===== src/rtl/qts_pkg.sv =====
// qts_pkg: shared constants, codes and controller/datapath link types
// for the two-stack queue. No dependencies.

package qts_pkg;

  localparam int unsigned STACK_DEPTH = 8;
  localparam int unsigned PTR_W       = $clog2(STACK_DEPTH);
  localparam int unsigned CNT_W       = $clog2(STACK_DEPTH + 1);
  localparam int unsigned DATA_W      = 32;

  typedef enum logic [1:0] {
    OP_ENQ   = 2'd0,
    OP_DEQ   = 2'd1,
    OP_FRONT = 2'd2,
    OP_LIST  = 2'd3
  } op_e;

  typedef enum logic [1:0] {
    ST_OK       = 2'd0,
    ST_OVERFLOW = 2'd1,
    ST_EMPTY    = 2'd2
  } status_e;

  // where the data field of an emitted result comes from
  typedef enum logic [1:0] {
    SRC_ZERO,
    SRC_TOP,
    SRC_LIST
  } src_e;

  typedef struct packed {
    logic    latch;
    logic    push;
    logic    xfer_rd;
    logic    xfer_wr;
    logic    top_rd;
    logic    pop;
    logic    list_init;
    logic    list_rd;
    logic    list_step;
    logic    emit;
    status_e status;
    src_e    src;
  } qts_cmd_t;

  typedef struct packed {
    op_e  op;
    logic in_full;
    logic in_empty;
    logic out_empty;
    logic slot_free;
    logic list_last;
  } qts_sts_t;

endpackage


===== src/rtl/qts_in_if.sv =====
// qts_in_if / qts_out_if: valid/ready channels for queue requests and results.
// Depends on qts_pkg.

interface qts_in_if import qts_pkg::*; ();
  logic                     valid;
  logic                     ready;
  logic [1:0]               op;
  logic signed [DATA_W-1:0] value;

  modport source (output valid, op, value, input ready);
  modport sink   (input valid, op, value, output ready);
endinterface

interface qts_out_if import qts_pkg::*; ();
  logic                     valid;
  logic                     ready;
  logic [1:0]               status;
  logic signed [DATA_W-1:0] data;
  logic                     last;

  modport source (output valid, status, data, last, input ready);
  modport sink   (input valid, status, data, last, output ready);
endinterface


===== src/rtl/qts_ram.sv =====
// qts_ram: generic single-write, single-read RAM with registered read data.
// No dependencies.

module qts_ram #(
  parameter int unsigned WIDTH = 32,
  parameter int unsigned DEPTH = 8
) (
  input  logic                     clk_i,
  input  logic                     we_i,
  input  logic [$clog2(DEPTH)-1:0] waddr_i,
  input  logic [WIDTH-1:0]         wdata_i,
  input  logic                     re_i,
  input  logic [$clog2(DEPTH)-1:0] raddr_i,
  output logic [WIDTH-1:0]         rdata_o
);

  logic [WIDTH-1:0] mem_q [DEPTH];
  logic [WIDTH-1:0] rdata_q;

  always_ff @(posedge clk_i) begin
    if (we_i) begin
      mem_q[waddr_i] <= wdata_i;
    end
    if (re_i) begin
      rdata_q <= mem_q[raddr_i];
    end
  end

  assign rdata_o = rdata_q;

endmodule


===== src/rtl/qts_datapath.sv =====
// qts_datapath: stack memories, stack counts, list cursor and result register.
// Depends on qts_pkg and qts_ram.

module qts_datapath import qts_pkg::*; (
  input  logic                     clk_i,
  input  logic                     rst_ni,
  input  qts_cmd_t                 cmd_i,
  output qts_sts_t                 sts_o,
  input  logic [1:0]               op_i,
  input  logic signed [DATA_W-1:0] value_i,
  input  logic                     out_ready_i,
  output logic                     out_valid_o,
  output logic [1:0]               out_status_o,
  output logic signed [DATA_W-1:0] out_data_o,
  output logic                     out_last_o
);

  typedef enum logic {
    SIDE_OUT,
    SIDE_IN
  } side_e;

  op_e                      op_q;
  logic signed [DATA_W-1:0] value_q;
  logic [CNT_W-1:0]         in_cnt_q, in_cnt_d;
  logic [CNT_W-1:0]         out_cnt_q, out_cnt_d;
  logic [CNT_W-1:0]         idx_q, idx_d;
  side_e                    side_q, side_d;
  logic                     out_valid_q, out_valid_d;
  status_e                  out_status_q;
  logic signed [DATA_W-1:0] out_data_q;
  logic                     out_last_q;

  logic [CNT_W-1:0]  in_top, out_top;
  logic              in_re, out_re;
  logic [PTR_W-1:0]  in_raddr, out_raddr;
  logic [DATA_W-1:0] in_rdata, out_rdata;
  logic              slot_free, list_last;

  assign in_top = in_cnt_q - CNT_W'(1);
  assign out_top = out_cnt_q - CNT_W'(1);

  assign in_re    = cmd_i.xfer_rd | (cmd_i.list_rd & (side_q == SIDE_IN));
  assign in_raddr = cmd_i.xfer_rd ? in_top[PTR_W-1:0] : idx_q[PTR_W-1:0];
  assign out_re    = cmd_i.top_rd | (cmd_i.list_rd & (side_q == SIDE_OUT));
  assign out_raddr = cmd_i.top_rd ? out_top[PTR_W-1:0] : idx_q[PTR_W-1:0];

  qts_ram #(.WIDTH(DATA_W), .DEPTH(STACK_DEPTH)) u_in_stack (
    .clk_i   (clk_i),
    .we_i    (cmd_i.push),
    .waddr_i (in_cnt_q[PTR_W-1:0]),
    .wdata_i (value_q),
    .re_i    (in_re),
    .raddr_i (in_raddr),
    .rdata_o (in_rdata)
  );

  // transfer writes what the input stack read returned in the cycle before
  qts_ram #(.WIDTH(DATA_W), .DEPTH(STACK_DEPTH)) u_out_stack (
    .clk_i   (clk_i),
    .we_i    (cmd_i.xfer_wr),
    .waddr_i (out_cnt_q[PTR_W-1:0]),
    .wdata_i (in_rdata),
    .re_i    (out_re),
    .raddr_i (out_raddr),
    .rdata_o (out_rdata)
  );

  assign slot_free = !out_valid_q || out_ready_i;
  // list order: output stack top down, then input stack bottom up
  assign list_last = (side_q == SIDE_IN) ? (idx_q == in_top)
                                         : ((idx_q == '0) && (in_cnt_q == '0));

  always_comb begin
    in_cnt_d  = in_cnt_q;
    out_cnt_d = out_cnt_q;
    idx_d     = idx_q;
    side_d    = side_q;
    if (cmd_i.push) begin
      in_cnt_d = in_cnt_q + CNT_W'(1);
    end else if (cmd_i.xfer_rd) begin
      in_cnt_d = in_top;
    end
    if (cmd_i.xfer_wr) begin
      out_cnt_d = out_cnt_q + CNT_W'(1);
    end else if (cmd_i.pop) begin
      out_cnt_d = out_top;
    end
    if (cmd_i.list_init) begin
      if (out_cnt_q != '0) begin
        side_d = SIDE_OUT;
        idx_d  = out_top;
      end else begin
        side_d = SIDE_IN;
        idx_d  = '0;
      end
    end else if (cmd_i.list_step) begin
      if (side_q == SIDE_IN) begin
        idx_d = idx_q + CNT_W'(1);
      end else if (idx_q == '0) begin
        side_d = SIDE_IN;
      end else begin
        idx_d = idx_q - CNT_W'(1);
      end
    end
    out_valid_d = cmd_i.emit ? 1'b1 : (out_valid_q && !out_ready_i);
  end

  always_ff @(posedge clk_i or negedge rst_ni) begin
    if (!rst_ni) begin
      in_cnt_q    <= '0;
      out_cnt_q   <= '0;
      idx_q       <= '0;
      side_q      <= SIDE_OUT;
      out_valid_q <= 1'b0;
    end else begin
      in_cnt_q    <= in_cnt_d;
      out_cnt_q   <= out_cnt_d;
      idx_q       <= idx_d;
      side_q      <= side_d;
      out_valid_q <= out_valid_d;
    end
  end

  always_ff @(posedge clk_i) begin
    if (cmd_i.latch) begin
      op_q    <= op_e'(op_i);
      value_q <= value_i;
    end
    if (cmd_i.emit) begin
      out_status_q <= cmd_i.status;
      case (cmd_i.src)
        SRC_TOP:  out_data_q <= out_rdata;
        SRC_LIST: out_data_q <= (side_q == SIDE_IN) ? in_rdata : out_rdata;
        default:  out_data_q <= '0;
      endcase
      out_last_q <= (cmd_i.src == SRC_LIST) ? list_last : 1'b1;
    end
  end

  assign sts_o.op        = op_q;
  assign sts_o.in_full   = (in_cnt_q == CNT_W'(STACK_DEPTH));
  assign sts_o.in_empty  = (in_cnt_q == '0);
  assign sts_o.out_empty = (out_cnt_q == '0);
  assign sts_o.slot_free = slot_free;
  assign sts_o.list_last = list_last;

  assign out_valid_o  = out_valid_q;
  assign out_status_o = out_status_q;
  assign out_data_o   = out_data_q;
  assign out_last_o   = out_last_q;

endmodule


===== src/rtl/qts_ctrl.sv =====
// qts_ctrl: sequencing state machine for the two-stack queue.
// Depends on qts_pkg; drives qts_datapath through qts_cmd_t.

module qts_ctrl import qts_pkg::*; (
  input  logic     clk_i,
  input  logic     rst_ni,
  input  logic     in_valid_i,
  output logic     in_ready_o,
  input  qts_sts_t sts_i,
  output qts_cmd_t cmd_o
);

  typedef enum logic [2:0] {
    S_IDLE,
    S_DISPATCH,
    S_XFER_RD,
    S_XFER_WR,
    S_TOP_RD,
    S_TOP_EMIT,
    S_LIST_RD,
    S_LIST_EMIT
  } state_e;

  state_e state_q, state_d;

  always_comb begin
    state_d = state_q;
    cmd_o   = '0;
    unique case (state_q)
      S_IDLE: begin
        if (in_valid_i && in_ready_o) begin
          cmd_o.latch = 1'b1;
          state_d     = S_DISPATCH;
        end
      end
      S_DISPATCH: begin
        if (sts_i.op == OP_ENQ) begin
          if (sts_i.slot_free) begin
            cmd_o.emit   = 1'b1;
            cmd_o.src    = SRC_ZERO;
            cmd_o.status = sts_i.in_full ? ST_OVERFLOW : ST_OK;
            cmd_o.push   = !sts_i.in_full;
            state_d      = S_IDLE;
          end
        end else if (sts_i.in_empty && sts_i.out_empty) begin
          if (sts_i.slot_free) begin
            cmd_o.emit   = 1'b1;
            cmd_o.src    = SRC_ZERO;
            cmd_o.status = ST_EMPTY;
            state_d      = S_IDLE;
          end
        end else if (sts_i.op == OP_LIST) begin
          cmd_o.list_init = 1'b1;
          state_d         = S_LIST_RD;
        end else if (sts_i.out_empty) begin
          state_d = S_XFER_RD;
        end else begin
          state_d = S_TOP_RD;
        end
      end
      S_XFER_RD: begin
        cmd_o.xfer_rd = 1'b1;
        state_d       = S_XFER_WR;
      end
      S_XFER_WR: begin
        cmd_o.xfer_wr = 1'b1;
        state_d       = sts_i.in_empty ? S_TOP_RD : S_XFER_RD;
      end
      S_TOP_RD: begin
        cmd_o.top_rd = 1'b1;
        state_d      = S_TOP_EMIT;
      end
      S_TOP_EMIT: begin
        if (sts_i.slot_free) begin
          cmd_o.emit   = 1'b1;
          cmd_o.src    = SRC_TOP;
          cmd_o.status = ST_OK;
          cmd_o.pop    = (sts_i.op == OP_DEQ);
          state_d      = S_IDLE;
        end
      end
      S_LIST_RD: begin
        cmd_o.list_rd = 1'b1;
        state_d       = S_LIST_EMIT;
      end
      S_LIST_EMIT: begin
        if (sts_i.slot_free) begin
          cmd_o.emit   = 1'b1;
          cmd_o.src    = SRC_LIST;
          cmd_o.status = ST_OK;
          if (sts_i.list_last) begin
            state_d = S_IDLE;
          end else begin
            cmd_o.list_step = 1'b1;
            state_d         = S_LIST_RD;
          end
        end
      end
      default: state_d = S_IDLE;
    endcase
  end

  always_ff @(posedge clk_i or negedge rst_ni) begin
    if (!rst_ni) begin
      state_q    <= S_IDLE;
      in_ready_o <= 1'b0;
    end else begin
      state_q    <= state_d;
      in_ready_o <= (state_d == S_IDLE);
    end
  end

endmodule


===== src/rtl/queue_from_two_stacks.sv =====
// FIFO queue of signed 32-bit values built from an input stack and an output
// stack, each STACK_DEPTH entries (qts_pkg). Requests arrive on in_i and are
// handled one at a time; results leave through a result register on out_o, so
// a new request is taken while an earlier result still waits. Enqueue latches
// the request, then pushes and answers. Dequeue and front read the output
// stack top, then emit it; first, when the output stack is empty, the input
// stack is poured over, each entry moved by one read, then one write (the
// controller does not overlap the two). List emits one result per held value,
// one stack-memory read per result; an empty-queue answer needs no read.
// A stalled result register holds each answer back until it frees. Depends on
// qts_pkg, the channel interfaces, qts_ctrl and qts_datapath.

module queue_from_two_stacks import qts_pkg::*; (
  input  logic      clk_i,
  input  logic      rst_ni,
  qts_in_if.sink    in_i,
  qts_out_if.source out_o
);

  qts_cmd_t cmd;
  qts_sts_t sts;

  qts_ctrl u_ctrl (
    .clk_i      (clk_i),
    .rst_ni     (rst_ni),
    .in_valid_i (in_i.valid),
    .in_ready_o (in_i.ready),
    .sts_i      (sts),
    .cmd_o      (cmd)
  );

  qts_datapath u_datapath (
    .clk_i        (clk_i),
    .rst_ni       (rst_ni),
    .cmd_i        (cmd),
    .sts_o        (sts),
    .op_i         (in_i.op),
    .value_i      (in_i.value),
    .out_ready_i  (out_o.ready),
    .out_valid_o  (out_o.valid),
    .out_status_o (out_o.status),
    .out_data_o   (out_o.data),
    .out_last_o   (out_o.last)
  );

endmodule

===== src/flat_wrapper.sv =====
// flat-port wrapper written by rule: the top's interface ports become plain ports
module queue_from_two_stacks_flat import qts_pkg::*;
  (clk_i, rst_ni, in_i_valid, in_i_op, in_i_value, in_i_ready, out_o_valid, out_o_status, out_o_data, out_o_last, out_o_ready);
  qts_in_if in_i_i ();
  qts_out_if out_o_i ();
  input  logic clk_i;
  input  logic rst_ni;
  input wire logic [$bits(in_i_i.valid)-1:0] in_i_valid;
  input wire logic [$bits(in_i_i.op)-1:0] in_i_op;
  input wire logic [$bits(in_i_i.value)-1:0] in_i_value;
  output wire logic [$bits(in_i_i.ready)-1:0] in_i_ready;
  output wire logic [$bits(out_o_i.valid)-1:0] out_o_valid;
  output wire logic [$bits(out_o_i.status)-1:0] out_o_status;
  output wire logic [$bits(out_o_i.data)-1:0] out_o_data;
  output wire logic [$bits(out_o_i.last)-1:0] out_o_last;
  input wire logic [$bits(out_o_i.ready)-1:0] out_o_ready;
  assign in_i_i.valid = in_i_valid;
  assign in_i_i.op = in_i_op;
  assign in_i_i.value = in_i_value;
  assign in_i_ready = in_i_i.ready;
  assign out_o_valid = out_o_i.valid;
  assign out_o_status = out_o_i.status;
  assign out_o_data = out_o_i.data;
  assign out_o_last = out_o_i.last;
  assign out_o_i.ready = out_o_ready;
  queue_from_two_stacks u_core (.clk_i(clk_i), .rst_ni(rst_ni), .in_i(in_i_i), .out_o(out_o_i));
endmodule

===== config.mk =====
export PLATFORM = sky130hd
export DESIGN_NAME = queue_from_two_stacks_flat
export DESIGN_NICKNAME = d
export VERILOG_FILES = /design/src/rtl/qts_pkg.sv /design/src/rtl/qts_in_if.sv /design/src/rtl/qts_ram.sv /design/src/rtl/qts_datapath.sv /design/src/rtl/qts_ctrl.sv /design/src/rtl/queue_from_two_stacks.sv /design/src/flat_wrapper.sv
export SDC_FILE = /design/constraint.sdc
export NUM_CORES = 1
export LEC_CHECK = 0
export BUFFER_PORTS_ARGS = -buffer_cell sky130_fd_sc_hd__buf_2
export CAP_MARGIN = 0
export CORE_ASPECT_RATIO = 1.5
export CORE_MARGIN = 2
export CORE_UTILIZATION = 44
export DETAILED_ROUTE_END_ITERATION = 10
export PLACE_DENSITY_LB_ADDON = 0.12
export SYNTH_ARGS = -nofsm -noshare
export SYNTH_HDL_FRONTEND = slang
export SYNTH_HIERARCHICAL = 1
export SYNTH_SLANG_ARGS = --single-unit

===== constraint.sdc =====
create_clock -name clk_i -period 5.83 [get_ports clk_i]
set_clock_uncertainty 0.15 [all_clocks]
set_input_delay 1.749 -clock clk_i [delete_from_list [all_inputs] [get_ports clk_i]]
set_output_delay 1.749 -clock clk_i [all_outputs]
set_load 0.05 [all_outputs]

## After elaboration in Yosys (flattened, before gate mapping)

Memories as Yosys holds them, arrays and structs flattened. A register that Yosys moved wholly into a read port is not among the register bits.
Index checks and enable logic that the tools add are counted.

- Flip-flop bits (word level): 87
- Bits in read-only memories: 0
- Latch bits: 0
- Output and inout bits: 37
- Memories kept: 2
- Bits in writable memories: 512

- Multiplexer cells: 59
- Reductions and logical operators: 19
- Divide/modulo/power cells: 0
- Shift operators: 0
- Add/subtract/negate cells: 6
- Equal/unequal tests: 14
- $lt $le $gt $ge: 0
- Bitwise logic cells: 5
- Multipliers: 0

Memories:

| memory | words | bits a word | rd ports | clocked after memory_dff | wr ports | line | RTL |
|---|---|---|---|---|---|---|---|
| u_core.u_datapath.u_in_stack.mem_q | 8 | 32 | 1 | 1 | 1 | qts_ram.sv:17 | `logic [WIDTH-1:0] mem_q [DEPTH];` |
| u_core.u_datapath.u_out_stack.mem_q | 8 | 32 | 1 | 1 | 1 | qts_ram.sv:17 |  |

Operator list:

| operator | count |
|---|---|
| 32-bit case mux with 2 select lines | 1 |
| 4-bit two-way mux | 9 |
| 3-bit two-way mux | 11 |
| 32-bit two-way mux | 1 |
| 1-bit two-way mux | 29 |
| 5-bit two-way mux | 5 |
| 3-bit case mux with 8 select lines | 1 |
| 5-bit case mux with 3 select lines | 1 |
| 4-bit by 1-bit adder with 4-bit output, second input constant | 3 |
| 3-bit == test, second input constant | 4 |
| 4-bit logical NOT | 3 |
| 4-bit by 1-bit subtractor with 4-bit output, second input constant | 3 |
| 3-bit by 2-bit == test with 1-bit output, second input constant | 2 |
| 3-bit logical NOT | 2 |
| 6-bit two-way mux | 1 |
| 2-bit nonzero test | 3 |
| 2-bit by 1-bit == test with 1-bit output, second input constant | 2 |
| 2-bit == test, second input constant | 2 |
| 4-bit == test | 1 |
| 4-bit == test, second input constant | 1 |
| 1-bit logical AND | 4 |
| 4-bit nonzero test | 1 |
| 3-bit by 1-bit == test with 1-bit output, second input constant | 1 |
| 1-bit logical NOT | 3 |
| 7 further kinds | 9 |

## Longest topological paths before layout

- Depth after elaboration: 8
- Depth in mapped cells: 13
- Gate-level depth less buffers: 11

## Cells and area by module

The synthesis kept the hierarchy.

By module, submodules not included:

| module | instances | area each (um^2) | cells each |
|---|---|---|---|
| qts_ram | 2 | 10,786.6 | 415 |
| qts_datapath | 1 | 3,599.7 | 274 |
| qts_ctrl | 1 | 449.2 | 51 |

## Worst setup path after synthesis

OpenSTA, ideal clock, no wires.

- Kind: input -> register
- Start point: in in_i_valid
- End point: reg u_core.u_datapath.op_q[0] (enable)
- Path buffers: 0
- Cell stages on the path: 2
- Setup slack: 105 ps
- Arrival: 5,064 ps
- Data required time: 5,170 ps
- Path through: nand2_1 nor4_1

RTL lines:

| what | line | RTL |
|---|---|---|
| from (decl) | flat_wrapper.sv:8 | `input wire logic [$bits(in_i_i.valid)-1:0] in_i_valid;` |
| to (signal assigned) | qts_datapath.sv:127 | `op_q <= op_e'(op_i);` |
| to (decl) | qts_datapath.sv:23 | `op_e op_q;` |

==> run metrics <==
Worst path top cell family by delay=simple AND/OR/NAND/NOR gates; GP Congestion=0.757; Hold Buf Count CTS=0; Worst Path Buf+Inv=3; area of the multi-input gates=5580 um^2; Area growth, synth to finish=13.1%; highest routed layer=met4; remaining antenna violation count=0; RR Endpoint=u_core/u_datapath/u_in_stack/rdata_o[4]; CTS Sinks=663; DR vias/cell=5.40; share of cells above drive strength 1=25.8%; Post-synth top cells=edfxtp_1 (645), mux4_1 (80), mux2_2 (65); Worst Setup Start Kind=input pin; HP Class=register to register; drt wl/cell=24.1 um; Power Density=526 nW/um^2; worst r2r path cells=6; Crit-path slowest cell=nor2_4; design area=29000 um^2; crit path to=u_core/u_datapath/u_in_stack/mem_q[5][12]; num ports=75; H-tree levels=2; unrepaired setup endpoints after global routing=false; status=finished, final reports clean; synth warn=6; met3 WL post-DR=1.70 mm; P_leak=9.41 nW; top cells by area, synth=edfxtp_1 (76%), mux4_1 (8.2%), mux4_2 (4.2%); Critical Path Stages=8; R2R setup slack=2250 ps; peak fanout along the critical path=21; pre-CTS setup slack=1580 ps; register bit total from synthesis=663; vias in the first global route=12200; sequential area share after synthesis=77.4%; postcts setup bufs=0; fmax=279 MHz; Total GRT Usage=17.2%; final hold viol count=0; ys async rst share=2.71%; Resize count post-CTS=0; EDFF count, synth=645; number of antenna violations at the first check in global routing=0; Tightest Pin Transition=986 ps; core footprint=57700 um^2; NumNets Final=1318; Skew-Pair Late Insertion Delay=630 ps; nature of the critical path endpoint=register; Die W=201 um; CTS Buffer Depth=3; Slew HR=34.1%; met1 WL=21.0 mm; crit-path cells=buf_2, nand2b_1, nand3_1, nor3_1, buf_4, nand2_1, nor2_4, buf_4; clock-pin slew on the worst setup and hold paths=60 ps; TritonCTS Buffers=61; antenna fix cells=0; Final WS setup=2240 ps; die height=300 um; period utilization=61.5%; Yosys top cell by area=edfxtp_1; drt initial violations=780; critical path launch point=out_o_ready; Initial Util=44.4%; met2 WL=26.8 mm; distinct cell type count after synthesis=54; number of setup violations in the final report=0; syn nets=1202; Final HPWL DP=27.8 mm; critical path class=input pin to register; Fin Hold WS=392 ps; DRC=0; Worst EP required=5960 ps; Synth Instances=1155; Fill cells=4643; Vias=11300; max incr delay on CP=430 ps; post-layout min period=3590 ps; worst reg2reg path startpoint=u_core/u_ctrl/state_q[1]; Worst EP arrival=3720 ps; Reg area=19800 um^2; most frequent cell after synthesis=edfxtp_1; Critical Path Most Common Cell=buf_4; Final TNS setup=0 ps; Mapped Area=25600 um^2; largest net degree at the start of global routing=65; fin. max-slew vios=0; Pre-antenna DRT Iters=4; Cell Rows=108; Max Cap Violations=0; CTS tree=done; first-pass GRT wire length=77.0 mm; grt total ovfl=0; die area=60200 um^2; Port Buf Inserts=74; mean area per synthesized cell=22.2 um^2; post-synth top area share=75.6%; Root Driver=clkbuf_16; placed cell areas=27000 um^2; final WL=50.3 mm; Peak VDD IR=291 uV; Post-synth top flop=edfxtp_1
[state kept, by name (all words and copies together), names as in the netlist]
name	cells
u_core/u_datapath/u_in_stack/mem_q	256
u_core/u_datapath/u_out_stack/mem_q	256
u_core/u_datapath/out_data_o	32
u_core/u_datapath/u_in_stack/rdata_o	32
u_core/u_datapath/u_out_stack/rdata_o	32
u_core/u_datapath/value_q	32
u_core/u_datapath/idx_q	4
u_core/u_datapath/in_cnt_q	4
u_core/u_datapath/out_cnt_q	4
u_core/u_ctrl/state_q	3
u_core/u_datapath/op_q	2
u_core/u_datapath/out_status_o	2
u_core/u_ctrl/in_ready_o	1
u_core/u_datapath/out_last_o	1
u_core/u_datapath/out_valid_o	1
u_core/u_datapath/side_q	1
[how the worst min path moves through the flow]
stage / from / to / depth (start not counted)
2_1_floorplan: u_core/u_datapath/in_cnt_q[3] / u_core/u_datapath/in_cnt_q[3] / 1
3_3_place_gp: u_core/u_datapath/in_cnt_q[3] / u_core/u_datapath/in_cnt_q[3] / 1
3_5_place_dp: u_core/u_datapath/in_cnt_q[3] / u_core/u_datapath/in_cnt_q[3] / 1
4_1_cts: u_core/u_datapath/in_cnt_q[3] / u_core/u_datapath/in_cnt_q[3] / 1
5_1_grt: u_core/u_datapath/out_cnt_q[3] / u_core/u_datapath/out_cnt_q[3] / 1
6_report: u_core/u_datapath/in_cnt_q[3] / u_core/u_datapath/in_cnt_q[3] / 1
[layout by cell type (no fill, tap or decap), types with 7 or more instances in the layout]
master	synthesis	layout
nand2_1	21	21
mux2_2	65	65
clkbuf_1	15	18
nand2b_1	8	8
clkbuf_16	0	61
xnor2_1	7	7
nor2_4	0	12
nor2_1	57	45
xor2_1	7	7
buf_2	15	74
dfrtp_1	18	18
buf_4	3	35
o21ai_0	12	12
clkinv_1	0	14
ha_1	8	7
inv_1	12	12
a22oi_1	32	32
mux4_2	48	48
mux4_1	80	80
edfxtp_1	645	645
clkinv_2	0	9
[layer usage]
metal / vias to the layer above / GRT usage [%]
met5: - / 0
met4: 0 / 4.11
met3: 60 / 2.58
met2: 192 / 31.2
met1: 5970 / 21.6
li1: 5061 / -
[stage by stage]
step,utilization [%],power (W),instances
2_1_floorplan,-,0.0102,1155
3_3_place_gp,46.9,0.0115,1978
3_5_place_dp,46.9,0.0116,1978
4_1_cts,50.2,0.0155,2091
5_1_grt,50.2,0.0160,2091
6_report,50.2,0.0152,2091
[cells by family (layout without fill, tap and decap cells)]
| family | after synthesis | after routing | share of synthesized area [%] |
|---|---|---|---|
| compound gates | 68 | 68 | 1.97 |
| buf+inv | 68 | 234 | 1.55 |
| flops | 663 | 663 | 77.4 |
| simple gates | 132 | 132 | 2.56 |
| fa+ha+maj | 10 | 10 | 0.513 |
| xor+xnor | 14 | 14 | 0.479 |
| mux | 200 | 200 | 15.6 |
[final cells by class]
class | count | share of cell area, %
flip-flops and latches | 663 | 68.4
clock buffers | 79 | 5.50
well taps | 770 | 3.33
multi-input cells | 424 | 19.3
clock inverters | 34 | 1.14
repair buffers | 109 | 2.19
inverters | 12 | 0.155
[power breakdown]
part | switching (W) | internal (W) | total (W)
clock network | 0.00170 | 0.00219 | 0.00389
logic | 0.00240 | 0.00204 | 0.00444
registers | 0.000574 | 0.00632 | 0.00690
total | 0.00467 | 0.0106 | 0.0152
No activity file was read; power rests on OpenSTA's default activity.
